`config.mk`:
```
export PLATFORM = sky130hd
export DESIGN_NAME = drpf_queue
export DESIGN_NICKNAME = d
export VERILOG_FILES = /design/src/sv/drpf_pkg.sv /design/src/sv/drpf_queue.sv
export SDC_FILE = /design/constraint.sdc
export NUM_CORES = 1
export LEC_CHECK = 0
export BUFFER_PORTS_ARGS = -buffer_cell sky130_fd_sc_hd__buf_2
export CORE_ASPECT_RATIO = 1.75
export CORE_MARGIN = 5
export CORE_UTILIZATION = 51
export CTS_CLUSTER_DIAMETER = 200
export CTS_CLUSTER_SIZE = 12
export DETAILED_ROUTE_END_ITERATION = 7
export GPL_TIMING_DRIVEN = 0
export MAX_ROUTING_LAYER = met4
export PLACE_DENSITY = 0.82
export SETUP_SLACK_MARGIN = 0.02
export SLEW_MARGIN = 20
export SYNTH_ARGS = -nofsm -noshare
export SYNTH_HDL_FRONTEND = slang
export SYNTH_SLANG_ARGS = --single-unit
export TNS_END_PERCENT = 1
```
`constraint.sdc`:
```
create_clock -name clock -period 2.65 [get_ports clock]
set_input_delay 0.1325 -clock clock [delete_from_list [all_inputs] [get_ports clock]]
set_output_delay 0.1325 -clock clock [all_outputs]
set_load 0.05 [all_outputs]
```
`src/sv/drpf_pkg.sv`:
```
`default_nettype none
// ----------------------------------------------------------------------------
// drpf_pkg: shared types and constants of the DMA region permission filter
// Payload structs, operation codes, window field widths and queue sizing.
// ----------------------------------------------------------------------------
package drpf_pkg;

   // Field widths
   localparam int ADDR_BITS       = 42;
   localparam int PAGE_SHIFT      = 12;
   localparam int PAGE_BITS       = ADDR_BITS - PAGE_SHIFT;
   localparam int WORD_BITS       = 32;
   localparam int INDEX_BITS      = 6;
   localparam int MODE_BITS       = 2;
   localparam int VERSION_BITS    = 2;

   // Register file organisation: four banks of sixteen words
   localparam int BANK_WORDS      = 16;
   localparam int BANK_INDEX_BITS = 4;
   localparam int BANK_SEL_BITS   = INDEX_BITS - BANK_INDEX_BITS;

   localparam logic [BANK_SEL_BITS-1:0] BANK_LAYOUT = 2'd0;
   localparam logic [BANK_SEL_BITS-1:0] BANK_START  = 2'd1;
   localparam logic [BANK_SEL_BITS-1:0] BANK_SIZE   = 2'd2;
   localparam logic [BANK_SEL_BITS-1:0] BANK_SPARE  = 2'd3;

   // Window field widths per layout version
   localparam int START_SHORT_BITS = 24;
   localparam int START_LONG_BITS  = 30;
   localparam int SIZE_V1_BITS     = 19;
   localparam int SIZE_V2_BITS     = 24;
   localparam int SIZE_V3_BITS     = 30;

   localparam logic [PAGE_SHIFT-1:0] PAGE_OFFSET_MASK = 12'hFFF;

   // Parameter defaults
   localparam int DEF_NUM_WINDOWS = 16;
   localparam int DEF_REG_WORDS   = 64;
   localparam int DEF_VA_BITS     = 42;

   // Queue between front and back; depth is a power of two
   localparam int QUEUE_DEPTH     = 4;
   localparam int QUEUE_PTR_BITS  = $clog2(QUEUE_DEPTH);

   // Request modes
   localparam logic [MODE_BITS-1:0] MODE_WRITE = 2'd0;
   localparam logic [MODE_BITS-1:0] MODE_READ  = 2'd1;
   localparam logic [MODE_BITS-1:0] MODE_CHECK = 2'd2;

   // Layout versions
   localparam logic [VERSION_BITS-1:0] VERSION_NONE  = 2'd0;
   localparam logic [VERSION_BITS-1:0] VERSION_1     = 2'd1;
   localparam logic [VERSION_BITS-1:0] VERSION_2     = 2'd2;
   localparam logic [VERSION_BITS-1:0] VERSION_3     = 2'd3;
   localparam logic [VERSION_BITS-1:0] VERSION_RESET = VERSION_2;

   typedef enum logic [1:0] {
      OP_NONE  = 2'd0,
      OP_WRITE = 2'd1,
      OP_READ  = 2'd2,
      OP_CHECK = 2'd3
   } op_type;

   typedef struct packed {
      logic [MODE_BITS-1:0]  mode;
      logic [INDEX_BITS-1:0] register_index;
      logic [WORD_BITS-1:0]  write_data;
      logic [ADDR_BITS-1:0]  dma_address;
   } req_type;

   typedef struct packed {
      logic [WORD_BITS-1:0]  read_data;
      logic                  access_allowed;
      logic [ADDR_BITS-1:0]  page_address;
   } rsp_type;

   // Classified operation held in the queue
   typedef struct packed {
      op_type                op;
      logic [INDEX_BITS-1:0] index;
      logic [WORD_BITS-1:0]  data;
      logic [ADDR_BITS-1:0]  page_address;
   } entry_type;

   typedef struct packed {
      logic full;
      logic not_empty;
   } q_status_type;

endpackage
`default_nettype wire

```
`src/sv/drpf_queue.sv`:
```
`default_nettype none
// ----------------------------------------------------------------------------
// drpf_queue: short FIFO between front and back
// Holds classified operations so intake and execution stall independently.
// ----------------------------------------------------------------------------
module drpf_queue
   import drpf_pkg::*;
(
   input  wire logic      clock,
   input  wire logic      reset,
   input  wire logic      push,
   input  wire entry_type push_entry,
   input  wire logic      pop,
   output entry_type      pop_entry,
   output q_status_type   status
);

   entry_type                 slot_ff [QUEUE_DEPTH];
   logic [QUEUE_PTR_BITS-1:0] wr_ptr_ff, wr_ptr_in;
   logic [QUEUE_PTR_BITS-1:0] rd_ptr_ff, rd_ptr_in;
   logic [QUEUE_PTR_BITS:0]   count_ff, count_in;

   assign pop_entry        = slot_ff[rd_ptr_ff];
   assign status.full      = (count_ff == (QUEUE_PTR_BITS+1)'(QUEUE_DEPTH));
   assign status.not_empty = (count_ff != '0);

   // Advance pointers and occupancy
   always_comb begin
      wr_ptr_in = push ? wr_ptr_ff + 1'b1 : wr_ptr_ff;
      rd_ptr_in = pop  ? rd_ptr_ff + 1'b1 : rd_ptr_ff;
      case ({push, pop})
         2'b10:   count_in = count_ff + 1'b1;
         2'b01:   count_in = count_ff - 1'b1;
         default: count_in = count_ff;
      endcase
   end

   always_ff @(posedge clock) begin
      if (reset) begin
         wr_ptr_ff <= '0;
         rd_ptr_ff <= '0;
         count_ff  <= '0;
      end else begin
         wr_ptr_ff <= wr_ptr_in;
         rd_ptr_ff <= rd_ptr_in;
         count_ff  <= count_in;
      end
   end

   // Store the pushed entry
   always_ff @(posedge clock) begin
      if (push) begin
         slot_ff[wr_ptr_ff] <= push_entry;
      end
   end

endmodule
`default_nettype wire

```
==> impl_metrics.json <==
{
  "status": "finished, final reports clean",
  "synth-seq-area-share_pct": 81.3,
  "worst_slew_pin_slew_ps": 589,
  "crit_required_ps": 2520,
  "clkTransAtPathRegs_ps": 50,
  "crit_slowest_cell": "dfxtp_1",
  "ys_types": 21,
  "ant_nets": 0,
  "route.detailed.drc": 0,
  "finalSetupViolations": 0,
  "synth.avg_cell_area_um2": 26.2,
  "final_area_mm2": 0.0155,
  "first_pass_iters": 4,
  "clock_path_buffers": 3,
  "period_minus_slack_ps": 2350,
  "cts_sinks": 337,
  "p_leak_nw": 5.30,
  "gp_congestion": 0.748,
  "peakVddDrop_uv": 606,
  "grt_first_pass_wirelength_um": 38000,
  "antenna_found_initial": 5,
  "global_route.overflow_total": 0,
  "synth_ff_type": "edfxtp_1",
  "endpoint_kind": "primary output",
  "cts_made_buffers": 34,
  "slew_viol_final": 0,
  "crit_family": "flip-flops",
  "fp.dieArea_mm2": 0.0275,
  "wl_per_cell_um": 22.8,
  "hp-start": "push_entry[1]",
  "netlist_area_mm2": 0.0123,
  "critPathKind": "reg -> out",
  "grt_usage_pct": 18.9,
  "period_share_pct": 88.5,
  "dieWidth_um": 128,
  "hold_class": "in -> reg",
  "synth_seq_cells": 337,
  "start_util_pct": 51.6,
  "yosys_warnings": 0,
  "clock_latency_ps": 510,
  "reg2reg_from": "wr_ptr_ff[0]$_SDFFE_PP0P_",
  "cts_tree": "yes",
  "worstPathArrival_ps": 2210,
  "hpwl_um": 15200,
  "die_height_um": 216,
  "cts-root-buf": "clkbuf_16",
  "ios": 170,
  "grt_start_max_net_pins": 51,
  "rows": 75,
  "routed_wl_um": 24700,
  "crit_path_max_incr_delay_ps": 690,
  "cp_num_buf_inv": 2,
  "finalClockSkew_ps": 17.9,
  "p_total_mw": 12.2,
  "cts_max_level": 2,
  "via_per_inst": 5.44,
  "areaGrowthSynthToFinish_pct": 25.4,
  "vias": 5901,
  "nets": 856,
  "final_util_pct": 64.7,
  "fmax_ghz": 0.426,
  "finalHoldViolations": 0,
  "synthCells": 471,
  "post-cts-setup-buffers": 0,
  "drt_iter0_drc": 349,
  "async_flop_share_pct": 0,
  "rsz0062_at_grt": "no",
  "drv_cap": 0,
  "io_buffers": 168,
  "cp_common_cell": "buf_2",
  "cp-start-kind": "register",
  "core-area_mm2": 0.0239,
  "path_cells": "buf_2 -> mux4_2 -> buf_2",
  "drive_above_1_share_pct": 40.3,
  "p_per_area_mw_per_mm2": 790,
  "synth_fp_nets": 563,
  "max-slew-margin-rel_pct": 60.7,
  "grt_pass1_vias": 6625,
  "synth_edf_count": 328,
  "worstPathMaxFanout": 10,
  "post_dp_cell_area_mm2": 0.0137
}
## cell usage after synthesis (2+ instances only)
library cell	n	area, um2
or3_1	2	12.5
inv_1	3	11.3
xor2_1	2	17.5
mux2i_1	2	20.0
and2_1	4	25.0
buf_2	8	40.0
mux4_2	81	1820
ha_1	5	62.6
xnor2_1	3	26.3
clkbuf_1	2	7.51
buf_12	8	160
dfxtp_1	9	180
nor2_1	7	26.3
edfxtp_1	328	9850
## cell type report
type	instances	area, um2
clock inverter	2	20.0
timing repair buffer	258	1810
multi-input combinational	112	2090
tap	308	385
fill	1515	8450
clock buffer	41	898
sequential	337	10000
buffer	18	215
inverter	3	11.3
antenna	5	12.5
## layout by cell type (no fill, tap or decap), drive strengths merged
cell,count
a21oi,1
and2,4
buf,189
clkbuf,42
dfxtp,9
diode,5
dlygate4sd3,86
edfxtp,328
fa,1
ha,5
inv,5
mux2i,2
mux4,82
nand2,1
nor2,7
nor3b,1
o21ai,1
or3,2
xnor2,3
xor2,2
## per-layer routing
metal	vias to the layer above	part of all wire [%]	track usage [%]
li1	2603	-	-
met1	3040	35	20.5
met2	193	56	33.8
met3	65	5.1	3.56
met4	0	3.7	7.65
met5	-	0	-
## metrics by stage
stage	setup TNS [ps]	worst slack [ps]	hold slack (ps)	std cells
final	0	304	380	1084
after global routing	0	181	372	1084
after CTS	0	35.0	352	1080
after detailed placement	0	595	354	951
after global placement	-334100	-1370	341	947
after floorplan	-58360	-250	231	471
## flip-flops by register name, summed over array words and instances (netlist names), named ones only
signal,cells
wr_ptr_ff,2
rd_ptr_ff,2
slot_ff,328
count_ff,3
## worst paths after layout
path / to / slack [ps] / depth (start not counted)
min reg2reg: count_ff[2]$_SDFFE_PP0P_ / 500 / 2
max reg2reg: slot_ff[2][29]$_DFFE_PP_ / 830 / 4
max: pop_entry[48] / 300 / 3
min: slot_ff[1][1]$_DFFE_PP_ / 380 / 2
## cells by family (layout without fill, tap and decap cells)
logic type,Yosys count,in the layout,share of synthesized area (%)
compound gates,2,2,0.0810
xor+xnor,5,5,0.355
fa+ha+maj,6,6,0.669
buf+inv,22,322,1.87
flops,337,337,81.3
mux,84,84,15.2
other cells,0,5,0
simple gates,15,15,0.608
## repair_timing
item                                    4_1_cts  5_1_grt
endpoints found under the setup margin        0       17
gates resized for setup                       0        0
hold endpoints to repair                    337        0
hold buffers                                 86        0
## where the power goes
| part | total (mW) | switching (mW) | internal (mW) | leakage (nW) |
|---|---|---|---|---|
| clock network | 4.13 | 1.76 | 2.37 | 0.449 |
| logic | 1.90 | 1.25 | 0.645 | 1.77 |
| registers | 6.20 | 0.0746 | 6.12 | 3.09 |
| total | 12.2 | 3.09 | 9.14 | 5.30 |
(Power assumes the default switching activity.)
