File: src/sv/drpf_pkg.sv
`default_nettype none
// ----------------------------------------------------------------------------
// drpf_pkg: shared types and constants of the DMA region permission filter
// Payload structs, operation codes, window field widths and queue sizing.
// ----------------------------------------------------------------------------
package drpf_pkg;

   // Field widths
   localparam int ADDR_BITS       = 42;
   localparam int PAGE_SHIFT      = 12;
   localparam int PAGE_BITS       = ADDR_BITS - PAGE_SHIFT;
   localparam int WORD_BITS       = 32;
   localparam int INDEX_BITS      = 6;
   localparam int MODE_BITS       = 2;
   localparam int VERSION_BITS    = 2;

   // Register file organisation: four banks of sixteen words
   localparam int BANK_WORDS      = 16;
   localparam int BANK_INDEX_BITS = 4;
   localparam int BANK_SEL_BITS   = INDEX_BITS - BANK_INDEX_BITS;

   localparam logic [BANK_SEL_BITS-1:0] BANK_LAYOUT = 2'd0;
   localparam logic [BANK_SEL_BITS-1:0] BANK_START  = 2'd1;
   localparam logic [BANK_SEL_BITS-1:0] BANK_SIZE   = 2'd2;
   localparam logic [BANK_SEL_BITS-1:0] BANK_SPARE  = 2'd3;

   // Window field widths per layout version
   localparam int START_SHORT_BITS = 24;
   localparam int START_LONG_BITS  = 30;
   localparam int SIZE_V1_BITS     = 19;
   localparam int SIZE_V2_BITS     = 24;
   localparam int SIZE_V3_BITS     = 30;

   localparam logic [PAGE_SHIFT-1:0] PAGE_OFFSET_MASK = 12'hFFF;

   // Parameter defaults
   localparam int DEF_NUM_WINDOWS = 16;
   localparam int DEF_REG_WORDS   = 64;
   localparam int DEF_VA_BITS     = 42;

   // Queue between front and back; depth is a power of two
   localparam int QUEUE_DEPTH     = 4;
   localparam int QUEUE_PTR_BITS  = $clog2(QUEUE_DEPTH);

   // Request modes
   localparam logic [MODE_BITS-1:0] MODE_WRITE = 2'd0;
   localparam logic [MODE_BITS-1:0] MODE_READ  = 2'd1;
   localparam logic [MODE_BITS-1:0] MODE_CHECK = 2'd2;

   // Layout versions
   localparam logic [VERSION_BITS-1:0] VERSION_NONE  = 2'd0;
   localparam logic [VERSION_BITS-1:0] VERSION_1     = 2'd1;
   localparam logic [VERSION_BITS-1:0] VERSION_2     = 2'd2;
   localparam logic [VERSION_BITS-1:0] VERSION_3     = 2'd3;
   localparam logic [VERSION_BITS-1:0] VERSION_RESET = VERSION_2;

   typedef enum logic [1:0] {
      OP_NONE  = 2'd0,
      OP_WRITE = 2'd1,
      OP_READ  = 2'd2,
      OP_CHECK = 2'd3
   } op_type;

   typedef struct packed {
      logic [MODE_BITS-1:0]  mode;
      logic [INDEX_BITS-1:0] register_index;
      logic [WORD_BITS-1:0]  write_data;
      logic [ADDR_BITS-1:0]  dma_address;
   } req_type;

   typedef struct packed {
      logic [WORD_BITS-1:0]  read_data;
      logic                  access_allowed;
      logic [ADDR_BITS-1:0]  page_address;
   } rsp_type;

   // Classified operation held in the queue
   typedef struct packed {
      op_type                op;
      logic [INDEX_BITS-1:0] index;
      logic [WORD_BITS-1:0]  data;
      logic [ADDR_BITS-1:0]  page_address;
   } entry_type;

   typedef struct packed {
      logic full;
      logic not_empty;
   } q_status_type;

endpackage
`default_nettype wire

File: src/sv/drpf_front.sv
`default_nettype none
// ----------------------------------------------------------------------------
// drpf_front: request intake and classification
// Accepts requests, drops out-of-range register accesses, masks and aligns
// the DMA address, and pushes the classified operation into the queue.
// ----------------------------------------------------------------------------
module drpf_front
   import drpf_pkg::*;
#(
   parameter int REG_WORDS = DEF_REG_WORDS,
   parameter int VA_BITS   = DEF_VA_BITS
) (
   input  wire logic         req_valid,
   output logic              req_stall,
   input  wire req_type      req_data,
   input  wire q_status_type q_status,
   output logic              push,
   output entry_type         push_entry
);

   localparam int KEEP_BITS = (VA_BITS < ADDR_BITS) ? VA_BITS : ADDR_BITS;
   localparam logic [ADDR_BITS-1:0] VA_MASK =
      {ADDR_BITS{1'b1}} >> (ADDR_BITS - KEEP_BITS);
   localparam logic [ADDR_BITS-1:0] OFFSET_MASK = ADDR_BITS'(PAGE_OFFSET_MASK);

   logic in_range;

   // Hold the requester off while the queue is full
   assign req_stall = q_status.full;
   assign push      = req_valid && !q_status.full;

   assign in_range = (32'(req_data.register_index) < REG_WORDS);

   // Classify the transfer
   always_comb begin
      push_entry              = '0;
      push_entry.index        = req_data.register_index;
      push_entry.data         = req_data.write_data;
      push_entry.page_address = req_data.dma_address & VA_MASK & ~OFFSET_MASK;
      case (req_data.mode)
         MODE_WRITE: begin
            push_entry.op = in_range ? OP_WRITE : OP_NONE;
         end
         MODE_READ: begin
            push_entry.op = in_range ? OP_READ : OP_NONE;
         end
         MODE_CHECK: begin
            push_entry.op = OP_CHECK;
         end
         default: begin
            push_entry.op = OP_NONE;
         end
      endcase
      if (push_entry.op != OP_CHECK) begin
         push_entry.page_address = '0;
      end
   end

endmodule
`default_nettype wire

File: config.mk
export PLATFORM = sky130hd
export DESIGN_NAME = drpf_front
export DESIGN_NICKNAME = d
export VERILOG_FILES = /design/src/sv/drpf_pkg.sv /design/src/sv/drpf_front.sv
export SDC_FILE = /design/constraint.sdc
export NUM_CORES = 1
export LEC_CHECK = 0
export ABC_AREA = 1
export BUFFER_PORTS_ARGS = -buffer_cell sky130_fd_sc_hd__buf_4
export CORE_AREA = 3 3 63 65
export DETAILED_ROUTE_END_ITERATION = 12
export DIE_AREA = 0 0 66 68
export GPL_ROUTABILITY_DRIVEN = 1
export PLACE_DENSITY = 0.83
export REMOVE_ABC_BUFFERS = 1
export SYNTH_ARGS = -nofsm -noshare
export SYNTH_HDL_FRONTEND = slang
export SYNTH_SLANG_ARGS = --single-unit
File: constraint.sdc
create_clock -name vclk -period 0.8
set_input_delay 0.08 -clock vclk [all_inputs]
set_output_delay 0.08 -clock vclk [all_outputs]
set_load 0.02 [all_outputs]
==> results.txt, run 1 <==
* Boundary pin count: 169
- Initial core utilization: 0.2093
- Before antenna repair, the detailed router went through 2 iterations.
* Master of the slowest instance on the critical path: sky130_fd_sc_hd__ha_4
* Area after DPL: 937.1 um2
* Maximum number of pins on one net before global-route repair: 16
* FF+latch count: 0
* Per-cell routed wire length: 25.31 um
* Post-route minimum period: 922.9 ps
- Crit share post-route: 1.154
- Count of max-cap constraint violations: 0
- Die Height: 68 um
- Final count of pins violating max slew: 0
- The first global-routing pass estimated 5865 um of wire.
- Routability-driven placement finished with a final weighted congestion of 0.6821.
- The critical path ends at push_entry[26].
* Data arrival time of the critical path: between 800 and 900 ps
- In this run the remaining antenna-violating nets after routing total 0.
* X dimension of the die: 66 um
* Final setup slack of the worst path: -122.9 ps
- Synthesis-to-finish area growth: 91.01%
- The number of global-route vias before repair was 709.
- Number of antenna violations at the first check in global routing: 0
- For this run, the total global-route usage over all layers was measured as 0.1994.
* Power per cell area: 543.5 mW/mm2
* Placement Setup Slack: -175.5 ps
- Tracing the worst setup path back leads to its startpoint at req_data[80].
- The first routing iteration left 28 violations.
* Port Buffer Count: 68
- The number of different library cells used by synthesis comes to 7.
- Once the clock tree was built, the setup fixing pass inserted 0 buffers.
- The floorplan step defined a die boundary enclosing ~0.0045 mm2.
* Leakage power: 0.8897 nW
- In this design, the stage delay of the slowest critical-path cell is ~200 ps.
- Number of gates on the worst path with buffers counted: 7
- Walking the worst path, the cells encountered are buf_8 -> inv_6 -> ha_4 -> clkbuf_16 -> nand2_4 -> inv_2 -> buf_6.
- Launching element type of the critical path: primary input
- Diodes inserted: 0
- Broken down by cell family, the worst path's largest delay share belongs to buffers and inverters.
- Cell count after synthesis: between 100 and 150
* DPL Wire Length: 4171 um
* Area of the placeable core: 0.003390 mm2
* Total number of vias: 813
* Max Clk Rate: 1084 MHz
* Leading cell type in the layout, fill and taps excluded: sky130_fd_sc_hd__buf_4
- Average footprint of a synthesized cell: 5.675 um2
- The finished cells cover 0.001355 mm2.
- The critical path is of the in2out type.
- IR analysis of the VDD net gives a maximum drop of 0.2158 mV.
- Type of the tightest min-delay check: in2out
- Final total power: 0.0007365 W
- Along the worst path, the maximum fanout reaches 7.
- Crit end category: output pin
* Buffers plus inverters on the worst setup path: 5
- The Yosys step of the flow raised 0 warnings.
* DRC violation count after routing: 0
- Fill cell count: 357
* Unrepaired setup endpoints after global routing: true
- Layout cell share with drive strength beyond 1: 0.8974
* Vias per cell: 4.025
- Run status: finished with violations
- Required time of the critical path: 720 ps
- Remaining global-route overflow: 0
- The cell area that synthesis handed to floorplanning was ~700 um2.
- Clock buffers in the final layout number 0.
- Portion of the post-synthesis area used by sequential elements: 0
* Hold slack final: roughly 160 ps
* Total routed wirelength: between 5000 and 6000 um
- Hold Violations, Final: 0
* Net count, final: 246
- The checks that failed: negative setup slack.
* Leading cell types in the layout, fill and taps excluded: sky130_fd_sc_hd__buf_4, sky130_fd_sc_hd__buf_6, sky130_fd_sc_hd__inv_2
- Area taken by flip-flops and latches: 0 um2
- Setup violations remaining at the end of the flow were counted as 30.
* Row cnt: 21
## metal layers
layer  vias to the layer above  track usage  part of all wire
met3                         8       0.2726              0.28
met2                       127       0.3567              0.50
li1                        339            -                 -
met5                         -      0.08750            0.0098
met4                         2      0.05076             0.031
met1                       337      0.09981              0.18
## area by class of cell
| class | instances | area, um2 | share of cell area |
|---|---|---|---|
| inverter | 35 | 138.9 | 0.1025 |
| multi-input combinational | 47 | 400.4 | 0.2955 |
| tap | 46 | 57.56 | 0.04247 |
| timing repair buffer | 74 | 758.2 | 0.5596 |
## cell families after synthesis
group	synth area share
other	0.005286
AND/OR/NAND/NOR	0.1693
buffers and inverters	0.7725
adder cells (fa/ha/maj)	0.05292
## cells in the mapped netlist, drive strengths merged
| cell type | instances | area share |
|---|---|---|
| buf | 54 | 0.59 |
| inv | 35 | 0.19 |
| nand2 | 31 | 0.16 |
| ha | 3 | 0.053 |
| conb | 1 | 0.0053 |
| nor2 | 1 | 0.0053 |
## worst min-delay path by stage
| stage | start | end | slack, ps | cells after the start |
|---|---|---|---|---|
| final | req_data[64] | push_entry[64] | 160 | 0 |
| after global routing | req_data[64] | push_entry[64] | 160 | 0 |
| after CTS | req_data[45] | push_entry[45] | 160 | 0 |
| after detailed placement | req_data[45] | push_entry[45] | 160 | 0 |
| after global placement | req_data[45] | push_entry[45] | 160 | 0 |
| after floorplan | req_data[42] | push_entry[42] | 160 | 0 |
## repair_timing
action	CTS	global route
cloned	1	2
hold buffers	0	0
resized for setup	42	83
endpoints found under the hold margin	0	0
endpoints found under the setup margin	32	31
pin swaps	2	3
## where the power goes
| group | internal (W) | switching, W |
|---|---|---|
| Clock | 0 | 0 |
| Sequential | 0 | 0 |
| Combinational | 0.000364 | 0.000373 |
## through the flow
step	instances	util	TNS, ps
after global routing	202	0.3998	-4077
after global placement	199	0.2765	-4251
final	202	0.3998	-2791
after floorplan	82	-	-9114
after CTS	200	0.3311	-2555
after detailed placement	199	0.2765	-4779
Note: power is estimated with default switching activity, not from simulation.
==> inputs of run 2 (changes only) <==
- CORE_AREA: 3 3 63 65 -> 3 3 64 66
- DIE_AREA: 0 0 66 68 -> 0 0 67 69
- PLACE_DENSITY: 0.83 -> 0.72
- clock period: 0.8 -> 1.2 ns (I/O delays scaled with it)
==> results.txt, run 2 (synthesis gave the netlist of run 1 again) <==
- Run status: finished, final reports clean
* Leading cell types in the layout, fill and taps excluded: sky130_fd_sc_hd__buf_4, sky130_fd_sc_hd__inv_1, sky130_fd_sc_hd__nand2_1
- The total count of hold-check failures in the final report was 0.
- Setup violations remaining at the end of the flow were counted as 0.
- Entering global routing, the biggest net connects 14 pins.
- After clock tree synthesis, the flow added hold-fix buffers numbering 0.
* Per-cell routed wire length: 21.41 um
- Post-route cell area: 927.1 um2
- The floorplan step defined a die boundary enclosing 0.004623 mm2.
- Worst path max stage delay: 200 ps
* Diodes inserted: 0
- Boundary pin count: 169
- The die is 67 um wide.
- Across the VDD grid, the largest voltage drop is 0.1027 mV.
- The net count of the finished layout is between 200 and 250.
* DPL Wire Length: 4152 um
- The initial antenna violation count was 0.
* Post-cts repair resize count: 0
* Post-route minimum period: 1087 ps
- The routed layout has 680 vias.
- After the first detailed-routing iteration, the DRC count stood at 3.
- Traced cell by cell, the critical path runs through buf_4 -> inv_1 -> ha_1 -> buf_4 -> nand2_1 -> inv_1 -> buf_4.
- Routability-driven placement finished with a final weighted congestion of roughly 0.69.
- Final count of pins violating max slew: 0
- The slowest stage of the critical path belongs to the cell sky130_fd_sc_hd__ha_1.
- Total routed wirelength: 4303 um
- The initial utilization of the core area, before any placement, comes to 0.1952.
- The total overflow left after global routing is 0.
- Unrepaired setup endpoints after global routing: true
* Post-CTS Repair Setup Buffers: 0
- The floorplan has 22 rows.
- DRC violation count after routing: 0
* Area after DPL: 927.1 um2
* Leading cell type in the layout, fill and taps excluded: sky130_fd_sc_hd__buf_4
- For this run, the top clock speed supported by timing is ~920 MHz.
- Port Buffer Count: slightly below 70
- Total Routing Usage GR: 0.1641
* Required time of the critical path: 1080 ps
- The first global-routing pass estimated 4830 um of wire.
- At the worst endpoint, the arrival time is 970 ps.
- Clock tree buffer count of the final layout: 0
- Across the run, the number of max-cap violations was 0.
* Area of the placeable core: ~0.0036 mm2
- Relative to the synthesized area, the layout overhead comes to 30.69%.
- Fill cells in the final layout number 436.
- Dividing total power by cell area gives a power density of roughly 350 mW/mm2.
* Die Height: 69 um
- Counting stages on the worst path, the most repeated cell is sky130_fd_sc_hd__buf_4.
- The worst setup path is launched from a primary input.
- Start-to-end type of the worst setup path: in2out
- Type of the tightest min-delay check: in2out
- The first detailed-routing pass took 2 iterations.
- In the final layout, flip-flops and latches occupy 0 um2.
- Crit share post-route: 0.9061
- In this run the worst path has a maximum fanout of 13.
* Multi-input gate area: 202.7 um2
- Antenna viol nets, final: 0
- Overall power consumption after layout is estimated at 0.0003216 W.
- Via count of the first global-routing pass: 565
- In the final layout, the share of cells above drive strength 1 is 0.4641.
* Leakage power: 0.7569 nW
- Vias per cell: around 3.4
* FF+latch count: 0
- The worst setup path is captured at an output pin.
## run 2: metal layers
metal  up-vias  share of wire  track usage
met5         -              0            0
met4         0          0.014      0.02027
met3         2           0.28       0.2036
met2        88           0.49       0.2860
met1       260           0.22       0.1064
li1        330              -            -
## run 2: metrics by stage
stage	worst slack (ps)	setup TNS (ps)	utilization	hold slack [ps]	std cells
after floorplan	16.21	0	-	240.0	82
final	112.7	0	0.2552	240.2	201
after CTS	86.07	0	0.2552	240.2	201
after detailed placement	84.55	0	0.2552	240.2	201
after global placement	112.7	0	0.2552	240.2	201
after global routing	-7.575	-10.91	0.2552	240.1	201
## run 2: worst paths after layout
| path | startpoint | endpoint | slack [ps] | cells past startpoint |
|---|---|---|---|---|
| setup / recovery | req_data[80] | push_entry[20] | 110 | 7 |
| hold / removal | req_data[42] | push_entry[42] | 240 | 0 |
## run 2: area by class of cell
cell class                 instances  share of cell area
inverter                          35              0.1417
multi-input combinational         47              0.2186
tap                               48             0.06478
timing repair buffer              71              0.5749
## run 2: worst max-delay path, delay by kind of cell
kind	cells	cell delay, ps
buffers and inverters	5	570
adders and majority gates	1	200
and+or+nand+nor	1	70
## run 2: power breakdown
part	leakage (nW)	total (W)	switching [W]	internal [W]
Sequential	0	0	0	0
Clock	0	0	0	0
Combinational	0.757	0.000322	0.000170	0.000152
Total	0.757	0.000322	0.000170	0.000152
